## config.mk

```make
export PLATFORM = sky130hd
export DESIGN_NAME = rc_pulse_width_capture_unit_flat
export DESIGN_NICKNAME = d
export VERILOG_FILES = /design/src/rtl/core/rcpw_pkg.sv /design/src/rtl/core/rcpw_if.sv /design/src/rtl/core/rcpw_width_check.sv /design/src/rtl/core/rc_pulse_width_capture_unit.sv /design/src/flat_wrapper.sv
export SDC_FILE = /design/constraint.sdc
export NUM_CORES = 1
export LEC_CHECK = 0
export BUFFER_PORTS_ARGS = -buffer_cell sky130_fd_sc_hd__buf_2
export CAP_MARGIN = 40
export CORE_AREA = 2 2 202 184
export CTS_CLUSTER_DIAMETER = 120
export DETAILED_ROUTE_END_ITERATION = 7
export DIE_AREA = 0 0 204 186
export MAX_ROUTING_LAYER = met4
export SLEW_MARGIN = 20
export SYNTH_ARGS = -nofsm -noshare
export SYNTH_HDL_FRONTEND = slang
export SYNTH_SLANG_ARGS = --single-unit
```

## constraint.sdc

```tcl
create_clock -name clock -period 19.36 [get_ports clock]
set_input_delay 1.936 -clock clock [delete_from_list [all_inputs] [get_ports clock]]
set_output_delay 1.936 -clock clock [all_outputs]
set_load 0.005 [all_outputs]
```

## src/rtl/core/rcpw_pkg.sv

```systemverilog
// Package with the types and constants shared by the RC pulse width capture block.
package rcpw_pkg;

   localparam int STAMP_W = 16;
   localparam int WIDTH_W = 15;
   localparam int COUNT_W = 16;
   localparam int CSR_DATA_W = 16;

   localparam logic [WIDTH_W-1:0] MIN_WIDTH_RESET = 15'd800;
   localparam logic [WIDTH_W-1:0] MAX_WIDTH_RESET = 15'd2200;
   localparam logic [STAMP_W-1:0] PERIOD_RESET = 16'd40000;
   localparam logic [WIDTH_W-1:0] CENTRE_RESET = 15'd1500;
   localparam logic [COUNT_W-1:0] FRAME_CAP = 16'd60000;
   localparam logic [WIDTH_W-1:0] WIDTH_MAX = 15'h7FFF;

   typedef enum logic [1:0] {
      OP_EDGE   = 2'd0,
      OP_WRAP   = 2'd1,
      OP_CENTRE = 2'd2
   } opcode_type;

   typedef enum logic [1:0] {
      REG_MIN_WIDTH    = 2'd0,
      REG_MAX_WIDTH    = 2'd1,
      REG_TIMER_PERIOD = 2'd2
   } reg_index_type;

   typedef struct packed {
      logic [WIDTH_W-1:0] width;
      logic               too_short;
      logic               too_long;
      logic               in_range;
   } width_check_type;

endpackage

```

## src/rtl/core/rcpw_if.sv

```systemverilog
// Interfaces for the event, result and register write channels.
interface rcpw_req_if;
   logic                          valid;
   logic                          ready;
   logic [1:0]                    opcode;
   logic [1:0]                    channel;
   logic                          level;
   logic [rcpw_pkg::STAMP_W-1:0]  timestamp;
   logic                          all_channels;

   modport source (output valid, opcode, channel, level, timestamp, all_channels,
                   input ready);
   modport sink (input valid, opcode, channel, level, timestamp, all_channels,
                 output ready);
endinterface

interface rcpw_rsp_if;
   logic                          valid;
   logic                          ready;
   logic [1:0]                    out_channel;
   logic [rcpw_pkg::WIDTH_W-1:0]  width_us;
   logic signed [15:0]            centre_offset;
   logic                          pulse_valid;
   logic                          too_short;
   logic                          too_long;
   logic                          pulse_lost;
   logic                          wrapped;
   logic [rcpw_pkg::COUNT_W-1:0]  valid_frames;

   modport source (output valid, out_channel, width_us, centre_offset, pulse_valid,
                   too_short, too_long, pulse_lost, wrapped, valid_frames,
                   input ready);
   modport sink (input valid, out_channel, width_us, centre_offset, pulse_valid,
                 too_short, too_long, pulse_lost, wrapped, valid_frames,
                 output ready);
endinterface

interface rcpw_csr_if;
   logic                             valid;
   logic                             ready;
   logic [1:0]                       reg_index;
   logic [rcpw_pkg::CSR_DATA_W-1:0]  wdata;

   modport source (output valid, reg_index, wdata, input ready);
   modport sink (input valid, reg_index, wdata, output ready);
endinterface

```

## src/rtl/core/rcpw_width_check.sv

```systemverilog
// Pulse width arithmetic: tick difference with wrap correction, scaling and range check.
module rcpw_width_check #(
   parameter int STAMP_BITS = 16
) (
   input  logic [STAMP_BITS-1:0]         fall_time,
   input  logic [STAMP_BITS-1:0]         rise_time,
   input  logic                          wrap_seen,
   input  logic [rcpw_pkg::STAMP_W-1:0]  timer_period,
   input  logic [rcpw_pkg::WIDTH_W-1:0]  min_width,
   input  logic [rcpw_pkg::WIDTH_W-1:0]  max_width,
   output rcpw_pkg::width_check_type     result
);
   import rcpw_pkg::*;

   logic [STAMP_BITS+STAMP_W-1:0] period_wide;
   logic [STAMP_BITS-1:0]         period_ext;
   logic [STAMP_BITS-1:0]         ticks;
   logic [STAMP_BITS+15:0]        half_wide;
   logic [WIDTH_W-1:0]            width;

   always_comb begin
      period_wide = {{STAMP_BITS{1'b0}}, timer_period};
      period_ext = period_wide[STAMP_BITS-1:0];
      ticks = fall_time + (wrap_seen ? period_ext : '0) - rise_time;
      half_wide = {16'b0, ticks} >> 1;
      if (half_wide > (STAMP_BITS+16)'(WIDTH_MAX)) begin
         width = WIDTH_MAX;
      end else begin
         width = half_wide[WIDTH_W-1:0];
      end
      result.width = width;
      result.too_short = width < min_width;
      result.too_long = !result.too_short && (width > max_width);
      result.in_range = !result.too_short && !result.too_long;
   end

endmodule

```

## src/rtl/core/rc_pulse_width_capture_unit.sv

```systemverilog
// Top level of the RC receiver pulse width capture block.
//
//   channel   direction  word
//   req_bus   in         one event: pin edge, timer wrap tick or centre capture
//   rsp_bus   out        one measured pulse, sent on a falling edge ending a pulse
//   csr_bus   in         register write: min width, max width, timer period
//
// Each event is resolved while it sits in the input register and its result is registered
// as the event leaves it, so one event is taken per cycle while the output is not stalled.
// Per-channel state is read and written in that one stage, so events never overlap.
// A held result stalls the input register only when it is not taken that cycle.
// Synchronous reset restores the register defaults and all channel state at once.
module rc_pulse_width_capture_unit #(
   parameter int CHANNELS = 4,
   parameter int STAMP_BITS = 16
) (
   input  logic         clock,
   input  logic         reset,
   rcpw_req_if.sink     req_bus,
   rcpw_rsp_if.source   rsp_bus,
   rcpw_csr_if.sink     csr_bus
);
   import rcpw_pkg::*;

   logic [WIDTH_W-1:0]    min_width_ff;
   logic [WIDTH_W-1:0]    max_width_ff;
   logic [STAMP_W-1:0]    period_ff;

   logic                  s1_valid_ff;
   logic [1:0]            s1_op_ff;
   logic [1:0]            s1_ch_ff;
   logic                  s1_level_ff;
   logic [STAMP_W-1:0]    s1_ts_ff;
   logic                  s1_all_ff;

   logic [STAMP_BITS-1:0] rise_time_ff [CHANNELS];
   logic [CHANNELS-1:0]   pending_ff;
   logic [CHANNELS-1:0]   wrap_ff;
   logic [CHANNELS-1:0]   lost_ff;
   logic [WIDTH_W-1:0]    last_width_ff [CHANNELS];
   logic [WIDTH_W-1:0]    centre_ff [CHANNELS];
   logic [COUNT_W-1:0]    frame_count_ff;
   logic [COUNT_W-1:0]    frame_count_in;

   logic                  rsp_valid_ff;
   logic [1:0]            rsp_channel_ff;
   width_check_type       rsp_check_ff;
   logic [15:0]           rsp_offset_ff;
   logic                  rsp_lost_ff;
   logic                  rsp_wrapped_ff;

   logic [CHANNELS-1:0]   hit;
   logic [STAMP_BITS-1:0] sel_rise;
   logic                  sel_pending;
   logic                  sel_wrap;
   logic                  sel_lost;
   logic [WIDTH_W-1:0]    sel_last;
   logic [WIDTH_W-1:0]    sel_centre;
   logic [STAMP_BITS+STAMP_W-1:0] ts_wide;
   logic [STAMP_BITS-1:0] ts_ext;
   logic                  s1_advance;
   logic                  fall_evt;
   logic [WIDTH_W-1:0]    new_last;
   logic [15:0]           offset_in;
   width_check_type       check;

   assign csr_bus.ready = 1'b1;
   assign s1_advance = s1_valid_ff && (!rsp_valid_ff || rsp_bus.ready);
   assign req_bus.ready = !s1_valid_ff || s1_advance;

   always_comb begin
      sel_rise = '0;
      sel_pending = 1'b0;
      sel_wrap = 1'b0;
      sel_lost = 1'b0;
      sel_last = '0;
      sel_centre = '0;
      for (int i = 0; i < CHANNELS; i++) begin
         hit[i] = (5'(i) == {3'b000, s1_ch_ff});
         if (hit[i]) begin
            sel_rise = rise_time_ff[i];
            sel_pending = pending_ff[i];
            sel_wrap = wrap_ff[i];
            sel_lost = lost_ff[i];
            sel_last = last_width_ff[i];
            sel_centre = centre_ff[i];
         end
      end
      ts_wide = {{STAMP_BITS{1'b0}}, s1_ts_ff};
      ts_ext = ts_wide[STAMP_BITS-1:0];
      fall_evt = (s1_op_ff == OP_EDGE) && (|hit) && !s1_level_ff && sel_pending;
      new_last = check.in_range ? check.width : sel_last;
      offset_in = {1'b0, new_last} - {1'b0, sel_centre};
      if (!check.in_range) begin
         frame_count_in = '0;
      end else if (frame_count_ff < FRAME_CAP) begin
         frame_count_in = frame_count_ff + 16'd1;
      end else begin
         frame_count_in = frame_count_ff;
      end
   end

   rcpw_width_check #(
      .STAMP_BITS (STAMP_BITS)
   ) u_width_check (
      .fall_time    (ts_ext),
      .rise_time    (sel_rise),
      .wrap_seen    (sel_wrap),
      .timer_period (period_ff),
      .min_width    (min_width_ff),
      .max_width    (max_width_ff),
      .result       (check)
   );

   always_ff @(posedge clock) begin
      if (reset) begin
         min_width_ff <= MIN_WIDTH_RESET;
         max_width_ff <= MAX_WIDTH_RESET;
         period_ff <= PERIOD_RESET;
      end else if (csr_bus.valid) begin
         unique case (csr_bus.reg_index)
            REG_MIN_WIDTH:    min_width_ff <= csr_bus.wdata[WIDTH_W-1:0];
            REG_MAX_WIDTH:    max_width_ff <= csr_bus.wdata[WIDTH_W-1:0];
            REG_TIMER_PERIOD: period_ff <= csr_bus.wdata;
            default: ;
         endcase
      end
   end

   always_ff @(posedge clock) begin
      if (reset) begin
         s1_valid_ff <= 1'b0;
      end else if (req_bus.ready) begin
         s1_valid_ff <= req_bus.valid;
      end
      if (req_bus.ready) begin
         s1_op_ff <= req_bus.opcode;
         s1_ch_ff <= req_bus.channel;
         s1_level_ff <= req_bus.level;
         s1_ts_ff <= req_bus.timestamp;
         s1_all_ff <= req_bus.all_channels;
      end
   end

   always_ff @(posedge clock) begin
      if (reset) begin
         pending_ff <= '0;
         wrap_ff <= '0;
         lost_ff <= '0;
         frame_count_ff <= '0;
         for (int i = 0; i < CHANNELS; i++) begin
            rise_time_ff[i] <= '0;
            last_width_ff[i] <= '0;
            centre_ff[i] <= CENTRE_RESET;
         end
      end else if (s1_advance) begin
         unique case (s1_op_ff)
            OP_WRAP: begin
               wrap_ff <= '1;
            end
            OP_CENTRE: begin
               for (int i = 0; i < CHANNELS; i++) begin
                  if (s1_all_ff || hit[i]) begin
                     centre_ff[i] <= last_width_ff[i];
                  end
               end
            end
            OP_EDGE: begin
               for (int i = 0; i < CHANNELS; i++) begin
                  if (hit[i] && s1_level_ff) begin
                     lost_ff[i] <= lost_ff[i] | pending_ff[i];
                     rise_time_ff[i] <= ts_ext;
                     pending_ff[i] <= 1'b1;
                     wrap_ff[i] <= 1'b0;
                  end else if (hit[i] && pending_ff[i]) begin
                     pending_ff[i] <= 1'b0;
                     lost_ff[i] <= 1'b0;
                     wrap_ff[i] <= 1'b0;
                     last_width_ff[i] <= new_last;
                  end
               end
               if (fall_evt) begin
                  frame_count_ff <= frame_count_in;
               end
            end
            default: ;
         endcase
      end
   end

   always_ff @(posedge clock) begin
      if (reset) begin
         rsp_valid_ff <= 1'b0;
      end else if (s1_advance && fall_evt) begin
         rsp_valid_ff <= 1'b1;
      end else if (rsp_bus.ready) begin
         rsp_valid_ff <= 1'b0;
      end
      if (s1_advance && fall_evt) begin
         rsp_channel_ff <= s1_ch_ff;
         rsp_check_ff <= check;
         rsp_offset_ff <= offset_in;
         rsp_lost_ff <= sel_lost;
         rsp_wrapped_ff <= sel_wrap;
      end
   end

   assign rsp_bus.valid = rsp_valid_ff;
   assign rsp_bus.out_channel = rsp_channel_ff;
   assign rsp_bus.width_us = rsp_check_ff.width;
   assign rsp_bus.centre_offset = rsp_offset_ff;
   assign rsp_bus.pulse_valid = rsp_check_ff.in_range;
   assign rsp_bus.too_short = rsp_check_ff.too_short;
   assign rsp_bus.too_long = rsp_check_ff.too_long;
   assign rsp_bus.pulse_lost = rsp_lost_ff;
   assign rsp_bus.wrapped = rsp_wrapped_ff;
   assign rsp_bus.valid_frames = frame_count_ff;

endmodule

```

## src/flat_wrapper.sv

```systemverilog
// flat-port wrapper written by rule: the top's interface ports become plain ports
module rc_pulse_width_capture_unit_flat import rcpw_pkg::*;
#(
   parameter int CHANNELS = 4,
   parameter int STAMP_BITS = 16
)
  (clock, reset, req_bus_valid, req_bus_opcode, req_bus_channel, req_bus_level, req_bus_timestamp, req_bus_all_channels, req_bus_ready, rsp_bus_valid, rsp_bus_out_channel, rsp_bus_width_us, rsp_bus_centre_offset, rsp_bus_pulse_valid, rsp_bus_too_short, rsp_bus_too_long, rsp_bus_pulse_lost, rsp_bus_wrapped, rsp_bus_valid_frames, rsp_bus_ready, csr_bus_valid, csr_bus_reg_index, csr_bus_wdata, csr_bus_ready);
  rcpw_req_if req_bus_i ();
  rcpw_rsp_if rsp_bus_i ();
  rcpw_csr_if csr_bus_i ();
  input  logic clock;
  input  logic reset;
  input wire logic [$bits(req_bus_i.valid)-1:0] req_bus_valid;
  input wire logic [$bits(req_bus_i.opcode)-1:0] req_bus_opcode;
  input wire logic [$bits(req_bus_i.channel)-1:0] req_bus_channel;
  input wire logic [$bits(req_bus_i.level)-1:0] req_bus_level;
  input wire logic [$bits(req_bus_i.timestamp)-1:0] req_bus_timestamp;
  input wire logic [$bits(req_bus_i.all_channels)-1:0] req_bus_all_channels;
  output wire logic [$bits(req_bus_i.ready)-1:0] req_bus_ready;
  output wire logic [$bits(rsp_bus_i.valid)-1:0] rsp_bus_valid;
  output wire logic [$bits(rsp_bus_i.out_channel)-1:0] rsp_bus_out_channel;
  output wire logic [$bits(rsp_bus_i.width_us)-1:0] rsp_bus_width_us;
  output wire logic [$bits(rsp_bus_i.centre_offset)-1:0] rsp_bus_centre_offset;
  output wire logic [$bits(rsp_bus_i.pulse_valid)-1:0] rsp_bus_pulse_valid;
  output wire logic [$bits(rsp_bus_i.too_short)-1:0] rsp_bus_too_short;
  output wire logic [$bits(rsp_bus_i.too_long)-1:0] rsp_bus_too_long;
  output wire logic [$bits(rsp_bus_i.pulse_lost)-1:0] rsp_bus_pulse_lost;
  output wire logic [$bits(rsp_bus_i.wrapped)-1:0] rsp_bus_wrapped;
  output wire logic [$bits(rsp_bus_i.valid_frames)-1:0] rsp_bus_valid_frames;
  input wire logic [$bits(rsp_bus_i.ready)-1:0] rsp_bus_ready;
  input wire logic [$bits(csr_bus_i.valid)-1:0] csr_bus_valid;
  input wire logic [$bits(csr_bus_i.reg_index)-1:0] csr_bus_reg_index;
  input wire logic [$bits(csr_bus_i.wdata)-1:0] csr_bus_wdata;
  output wire logic [$bits(csr_bus_i.ready)-1:0] csr_bus_ready;
  assign req_bus_i.valid = req_bus_valid;
  assign req_bus_i.opcode = req_bus_opcode;
  assign req_bus_i.channel = req_bus_channel;
  assign req_bus_i.level = req_bus_level;
  assign req_bus_i.timestamp = req_bus_timestamp;
  assign req_bus_i.all_channels = req_bus_all_channels;
  assign req_bus_ready = req_bus_i.ready;
  assign rsp_bus_valid = rsp_bus_i.valid;
  assign rsp_bus_out_channel = rsp_bus_i.out_channel;
  assign rsp_bus_width_us = rsp_bus_i.width_us;
  assign rsp_bus_centre_offset = rsp_bus_i.centre_offset;
  assign rsp_bus_pulse_valid = rsp_bus_i.pulse_valid;
  assign rsp_bus_too_short = rsp_bus_i.too_short;
  assign rsp_bus_too_long = rsp_bus_i.too_long;
  assign rsp_bus_pulse_lost = rsp_bus_i.pulse_lost;
  assign rsp_bus_wrapped = rsp_bus_i.wrapped;
  assign rsp_bus_valid_frames = rsp_bus_i.valid_frames;
  assign rsp_bus_i.ready = rsp_bus_ready;
  assign csr_bus_i.valid = csr_bus_valid;
  assign csr_bus_i.reg_index = csr_bus_reg_index;
  assign csr_bus_i.wdata = csr_bus_wdata;
  assign csr_bus_ready = csr_bus_i.ready;
  rc_pulse_width_capture_unit #(.CHANNELS(CHANNELS), .STAMP_BITS(STAMP_BITS)) u_core (.clock(clock), .reset(reset), .req_bus(req_bus_i), .rsp_bus(rsp_bus_i), .csr_bus(csr_bus_i));
endmodule
```

# Word-level counts from Yosys, hierarchy flattened
# Memories as Yosys holds them, arrays and structs flattened.
# Index checks and enable logic that the tools add are counted.
# word_totals
regBits	136
ramBits	184
mem_count	3
output_inout_bits	57
wordCells	244
input_bits	45
# mem_list
name	words	width	read_ports	rd_clocked_by_memory_dff	write_ports	line_no	text
u_core.rise_time_ff	4	16	4	0	4	rc_pulse_width_capture_unit.sv:36	logic [STAMP_BITS-1:0] rise_time_ff [CHANNELS];
u_core.centre_ff	4	15	4	0	4	rc_pulse_width_capture_unit.sv:41	logic [WIDTH_W-1:0] centre_ff [CHANNELS];
u_core.last_width_ff	4	15	4	0	4	rc_pulse_width_capture_unit.sv:40	logic [WIDTH_W-1:0] last_width_ff [CHANNELS];
# op_classes
mux	126
addsub	4
magnitude_cmp	4
bitwise	16
reduce_logical	48
eq_ne	12
# op_table
op	count
$mux W15	18
$mux W16	11
$mux W1	96
$reduce_and A3 Y1	8
$add A16 B1 Y16 const B	1
$add A16 B16 Y16	1
$lt A16 B16 Y1 const B	1
$or A1 B1 Y1	16
$sub A15 B15 Y16	1
$sub A16 B16 Y16	1
$gt A15 B15 Y1	1
$gt A15 B15 Y1 const B	1
$logic_and A1 B1 Y1	15
$lt A15 B15 Y1	1
$ne A3 B3 Y1 const B	4
$reduce_bool A2 Y1	6
$pmux W4 S2	1
$logic_not A2 Y1	3
$logic_or A1 B1 Y1	6
$reduce_and A2 Y1	3
$logic_not A1 Y1	5
$eq A2 B1 Y1 const B	2
$eq A2 B2 Y1 const A	2
$eq A2 B2 Y1 const B	2
other kinds (4)	4

# Logic depth before layout (Yosys ltp)
# Gate-level depths: netlist (run 1).
# logic_depth
ltp_word	17
mapped_depth	32
depth_no_buf	28

# Hierarchy
# From an unflattened synthesis (run 1), not the netlist that was laid out.
# unflattened
hier_cells	1341
area_unflattened_um2	15810.2
# by_module_without_submodules
module	cells_each	seq_area_each_um2	instances	area_each_um2
rc_pulse_width_capture_unit	1060	8848.5	1	13738.2
rcpw_width_check	281	0.0	1	2072.0

# Worst setup path before layout (run 1)
# OpenSTA, ideal clock, no wires.
# synth_path
path_kind	flip-flop to flip-flop
start	register u_core.s1_ch_ff[0]
end	register u_core.rsp_offset_ff[14] (netlist: u_core.rsp_bus.centre_offset[14]), data pin
synth_period_minus_slack_ns	7.478
t_arrival_ns	7.213
setup_time_ns	0.265
n_path_buf	4
slack_ns	11.882
path_stages_with_launch	30
required_time_ns	19.095
cell_sequence	edfxtp_1 buf_6 buf_2 buf_2 mux4_2 ha_1 nor2b_1 nand2_1 fa_1 nor2b_1 o211ai_1 a22oi_1 a22o_1 xor2_1 ha_1 and3_1 o21ai_0 nor2_1 a2111o_1 nand2_4 buf_2 mux2_2 ha_1 nor2b_1 o31a_1 o22a_1 a21bo_2 o41a_1 nand4_1 o211ai_1
# synth_lines
element	line_no	text
start, declared	rc_pulse_width_capture_unit.sv:31	logic [1:0] s1_ch_ff;
start signal, assigned	rc_pulse_width_capture_unit.sv:138	s1_ch_ff <= req_bus.channel;
end signal, assigned	rc_pulse_width_capture_unit.sv:202	rsp_offset_ff <= offset_in;
end, declared	rc_pulse_width_capture_unit.sv:48	logic [15:0] rsp_offset_ff;

==> impl_metrics.py, run 1 <==
metrics = {
    "sta": {
        "finalHoldViolCount": 0,
        "worst_slack_ps": 11010,
        "maxSlewHeadroom_pct": 41.8,
        "finalSetupViolCount": 0,
        "fmax_ghz": 0.120,
        "fin_tns_setup_ps": 0,
        "tightestPinTransition_ps": 867,
        "rsz0062_at_grt": "false",
        "slew_viol_final": 0,
        "finalCriticalPeriod_ps": 8350,
        "fin_skew_ps": 17.9,
        "fin_crit_sh_pct": 43.1,
    },
    "worst_setup_path": {
        "crit_type": "reg2reg",
        "slowest_delay_ps": 660,
        "slowest_stage": "buf_4",
        "ff2ff_path_depth": 28,
        "crit_top_cell": "fa_1",
        "cp_top_family": "compound AO/OA/AOI/OAI gates",
        "worstSetupEndpointType": "register",
        "start_kind": "register",
        "critPathBufInv": 3,
        "cp.required_ps": 19630,
        "cp_max_fo": 59,
        "path_depth": 28,
        "arrival_ps": 8620,
    },
    "route": {
        "met2_length_um": 18000,
        "met3_length_um": 2390,
        "viasPerCell": 5.60,
        "drt-total-wl_um": 40700,
        "postRouteAntennaNets": 0,
        "wl_met1_um": 19300,
        "highest_layer": "met4",
        "drc": 0,
        "firstDrtPassIters": 5,
        "wl_per_cell_um": 20.8,
        "drtIter0Drc": 977,
        "vias": 10944,
    },
    "grt": {
        "antenna_found_initial": 0,
        "grt_start_max_net_pins": 64,
        "grt_pass1_wl_um": 63300,
        "grt_usage_pct": 22.7,
        "grt-ovfl-total": 0,
        "grt_pass1_vias": 10747,
    },
    "run": {
        "cap_violations": 0,
    },
    "yosys": {
        "async_reset_ff_share_pct": 0,
        "synth_area_mm2": 0.0160,
        "synth_common_cells": "edfxtp_1, nand2_1, and2_1, inv_1, dfxtp_1",
        "synth_fp_nets": 1475,
        "ys_warn_count": 0,
        "syn_avg_cell_area_um2": 11.8,
        "synthesis.instances": 1354,
        "synth-edff-count": 244,
        "synth_cell_types": 69,
        "synth-main-ff-cell": "edfxtp_1",
        "synth-seq-cells": 320,
        "seq_area_frac_synth_pct": 55.3,
        "synth_top_cell_by_area": "edfxtp_1",
        "yosysTopAreaCellShare_pct": 45.8,
        "synth.most_common_cell": "edfxtp_1",
        "synthTopCellsByArea": "edfxtp_1, dfxtp_1, mux4_2",
    },
    "clock_tree": {
        "h-tree-depth": 2,
        "cts.repair.resized": 0,
        "clk-insertion-delay-late_ps": 530,
        "path_clk_slew_ps": 60,
        "root_buffer": "clkbuf_16",
        "tritoncts": "done",
        "postCtsSetupRepairBufs": 0,
        "cts.path.max_buffers": 3,
        "postCtsHoldBufs": 0,
        "clkSinkCount": 320,
        "cts_made_buffers": 36,
    },
    "cells_and_area": {
        "layout-drive-gt1-share_pct": 17.2,
        "nets": 1574,
        "num_antenna_cells": 0,
        "area_delta_synth_final_pct": 13.9,
        "final_area_mm2": 0.0182,
    },
    "floorplanning": {
        "die_w_um": 204,
        "rows": 66,
        "die_h_um": 186,
        "initial_utilization_pct": 44.7,
        "die_area_mm2": 0.0379,
        "coreArea_mm2": 0.0358,
        "io_pins": 102,
    },
    "power": {
        "p_int_mw": 1.28,
        "seqPwrFrac_pct": 43.1,
        "switchingPower_mw": 0.522,
        "pwr-share-comb_pct": 21.8,
        "power_density_mw_per_mm2": 98.8,
        "p_clk_share_pct": 35.2,
        "swShare_pct": 29.0,
        "vdd_ir_drop_max_uv": 53.4,
        "p_leak_nw": 6.94,
    },
    "place": {
        "dp_slack_ps": 10960,
        "placed_area_mm2": 0.0171,
        "gp_congestion": 0.880,
        "io_buffers": 100,
        "dp_hpwl_um": 28200,
    },
    "run_status": {
        "status": "completed",
    },
    "hold_path": {
        "whs_path_depth": 2,
        "holdCritPathClass": "reg2reg",
    },
}
-- worst paths after layout --
path	from	endpoint	slack (ps)
min reg2reg	u_core.min_width_ff[13]	u_core.min_width_ff[13]	450
min	u_core.min_width_ff[13]	u_core.min_width_ff[13]	450
max reg2reg	u_core.s1_ch_ff[1]	u_core.rsp_bus.centre_offset[14]	11010
max	u_core.s1_ch_ff[1]	u_core.rsp_bus.centre_offset[14]	11010
-- area by class of cell --
cell class                      count  area [um^2]
Inverter                          102          383
Clock buffer                       51         1010
Timing Repair Buffer              128          843
Clock inverter                     13         70.1
Sequential cell                   320         8850
Multi-Input combinational cell    865         6490
Tap cell                          476          596
Fill cell                        3212        17600
-- metal layers --
layer  GRT usage, %  vias up
met5              -        -
li1               -     5131
met2           33.7      359
met3           3.05       57
met4           7.04        0
met1           32.4     5397
-- cell families after synthesis --
family / synth area share [%]
buffers and inverters: 4.21
adder cells (fa/ha/maj): 6.69
flip-flops: 55.3
multiplexers: 7.72
AND/OR/NAND/NOR: 16.9
XOR/XNOR: 1.20
other: 0.0234
AO/OA/AOI/OAI: 8.00
-- worst reg2reg max path, delay by kind of cell, from the launching register on --
family                   cells  cell delay, ps
AND/OR/NAND/NOR              7            1210
multiplexers                 2            1100
XOR/XNOR                     1             360
buffers and inverters        3             800
AO/OA/AOI/OAI               10            2610
adder cells (fa/ha/maj)      5            1710
flip-flops                   1             320
-- power groups by stage --
stage / sequential (mW) / clock (mW) / combinational [mW]
6_report: 0.777 / 0.634 / 0.392
5_1_grt: 0.778 / 0.674 / 0.436
4_1_cts: 0.777 / 0.647 / 0.389
3_5_place_dp: 0.791 / 0 / 0.387
3_3_place_gp: 0.791 / 0 / 0.376
2_1_floorplan: 0.787 / 0 / 0.276
-- placed cells by master (no fill, tap or decap), types with 23 or more instances in the layout --
cell,instances
a21oi_1,68
and2_1,112
buf_2,99
clkbuf_16,37
dfxtp_1,76
edfxtp_1,244
ha_1,60
inv_1,101
mux4_2,48
nand2_1,136
nand2b_1,36
nand3_1,26
nor2_1,61
nor4_1,46
o21ai_0,23
-- registers in the layout (all words and copies together) (netlist names), 2 cells and up --
name,count
u_core.pending_ff,4
u_core.rsp_bus.out_channel,2
u_core.rise_time_ff,64
u_core.min_width_ff,15
u_core.rsp_bus.centre_offset,16
u_core.lost_ff,4
u_core.last_width_ff,60
u_core.rsp_bus.valid_frames,16
u_core.rsp_bus.width_us,15
u_core.s1_ch_ff,2
u_core.period_ff,16
u_core.max_width_ff,15
u_core.s1_op_ff,2
u_core.centre_ff,60
u_core.wrap_ff,4
u_core.s1_ts_ff,16
-- metrics by stage --
| stage | power (mW) | cells | hold WS, ps | util (%) |
|---|---|---|---|---|
| 6_report | 1.80 | 1955 | 455 | 50.9 |
| 5_1_grt | 1.89 | 1955 | 473 | 50.9 |
| 4_1_cts | 1.81 | 1954 | 458 | 50.8 |
| 3_5_place_dp | 1.18 | 1890 | 451 | 47.8 |
| 3_3_place_gp | 1.17 | 1878 | 446 | 47.3 |
| 2_1_floorplan | 1.06 | 1354 | 431 | - |
No activity file was read; power rests on OpenSTA's default activity.
==> run 2: changes to the inputs <==
- clock period: 19.36 -> 7.5 ns (I/O delays scaled with it)
==> run 2 against run 1 <==
Sequential share of layout area down 1.8 points. Worst setup slack worse by 11000 ps. Worst hold slack worse by 58 ps. Critical endpoint unchanged.
==> impl_metrics.py, run 2 (synthesized netlist as in run 1, its figures left out) <==
metrics = {
    "sta": {
        "finalHoldViolCount": 0,
        "fin_skew_ps": 19.2,
        "fin_hold_ws_ps": 397,
        "finalCriticalPeriod_ps": 7310,
        "tightestPinTransition_ps": 798,
        "worst_slack_ps": 191,
        "fin_tns_setup_ps": 0,
        "maxSlewHeadroom_pct": 46.7,
        "slew_viol_final": 0,
        "fin_crit_sh_pct": 97.5,
        "fmax_ghz": 0.137,
        "finalSetupViolCount": 0,
    },
    "cells_and_area": {
        "finalNonFillerCells": 1994,
        "final_area_mm2": 0.0189,
        "num_antenna_cells": 0,
        "final_common_cell": "edfxtp_1",
        "nets": 1613,
        "top_regs": "u_core.rise_time_ff (64), u_core.centre_ff (60), u_core.last_width_ff (60)",
        "largest_register_ffs": 64,
        "area_delta_synth_final_pct": 18.2,
        "regMostFlops": "u_core.rise_time_ff",
        "layout-drive-gt1-share_pct": 21.6,
        "layout_common_cells": "edfxtp_1, nand2_1, and2_1, inv_1, buf_2",
    },
    "clock_tree": {
        "path_clk_slew_ps": 60,
        "h-tree-depth": 2,
        "tritoncts": "done",
        "clkSinkCount": 320,
        "root_buffer": "clkbuf_16",
        "cts.path.max_buffers": 3,
        "clk-insertion-delay-late_ps": 530,
        "cts_made_buffers": 37,
        "postCtsHoldBufs": 0,
    },
    "hold_path": {
        "holdCritPathClass": "in2reg",
    },
    "route": {
        "postRouteAntennaNets": 0,
        "drt-total-wl_um": 40900,
        "wl_per_cell_um": 20.5,
        "firstDrtPassIters": 5,
        "drc": 0,
        "vias": 11062,
        "drtIter0Drc": 845,
        "viasPerCell": 5.55,
    },
    "grt": {
        "antenna_found_initial": 0,
        "grt_pass1_wl_um": 63200,
        "grt_start_max_net_pins": 69,
        "grt_usage_pct": 22.7,
        "grt-ovfl-total": 0,
        "grt_pass1_vias": 10745,
    },
    "worst_setup_path": {
        "crit_type": "reg2reg",
        "slowest_stage": "fa_1",
        "cp_max_fo": 7,
        "arrival_ps": 7580,
        "slowest_delay_ps": 540,
        "start_kind": "register",
        "reg2reg_setup_slack_ps": 190,
        "cp.required_ps": 7770,
        "worstSetupEndpointType": "register",
    },
    "place": {
        "dp_hpwl_um": 27200,
        "gp_congestion": 0.859,
        "place_inst": 1912,
        "io_buffers": 100,
        "dp_slack_ps": 13.2,
        "placed_area_mm2": 0.0173,
    },
    "floorplanning": {
        "io_pins": 102,
        "initial_utilization_pct": 44.7,
        "coreArea_mm2": 0.0358,
        "die_w_um": 204,
        "die_area_mm2": 0.0379,
        "die_h_um": 186,
        "rows": 66,
    },
    "power": {
        "p_leak_nw": 7.22,
        "vdd_ir_drop_max_uv": 137,
        "power_density_mw_per_mm2": 265,
    },
    "run": {
        "cap_violations": 0,
    },
    "run_status": {
        "status": "completed",
    },
}
run 2: what timing repair did:
action / 4_1_cts / 5_1_grt
setup endpoints to repair: 1 / 8
resized for setup: 1 / 47
setup buffers: 0 / 14
pin swaps: 0 / 10
cloned: 0 / 3
run 2: layer usage:
layer,vias up,track usage [%],routed length (um)
met2,354,34.6,18500
met1,5449,32.3,19200
li1,5205,-,-
met5,-,-,0
met3,54,2.96,2450
met4,0,5.74,788
run 2: final cells by class:
cell class	instances	area [um^2]
Clock buffer	48	997
Sequential cell	320	8850
Timing Repair Buffer	166	1160
Tap cell	476	596
Inverter	102	383
Multi-Input combinational cell	865	6730
Fill cell	3122	16900
Clock inverter	17	219
run 2: path summary, 6_finish.rpt:
check                                endpoint  cells past startpoint               startpoint
max          u_core.rsp_bus.centre_offset[14]                     28       u_core.s1_ch_ff[0]
min                        u_core.s1_ts_ff[6]                      1     req_bus_timestamp[6]
max reg2reg  u_core.rsp_bus.centre_offset[14]                     28       u_core.s1_ch_ff[0]
min reg2reg           u_core.min_width_ff[11]                      2  u_core.min_width_ff[11]
run 2: critical path: cells and delay by family, from the launching register on:
family / cells / cell delay (ps)
AO/OA/AOI/OAI: 12 / 2880
adder cells (fa/ha/maj): 5 / 1540
buffers and inverters: 4 / 450
flip-flops: 1 / 440
multiplexers: 2 / 840
AND/OR/NAND/NOR: 5 / 880
run 2: through the flow:
stage               power [mW]  util, %
global placement          3.10     47.8
CTS                       4.94     51.7
global route              5.25     52.8
finish                    5.02     52.8
detailed placement        3.12     48.3
floorplan                 2.74        -
run 2: power breakdown:
part           switching [mW]  internal, mW
combinational           0.689         0.501
sequential             0.0216          1.98
clock                   0.711          1.11
total                    1.42          3.59
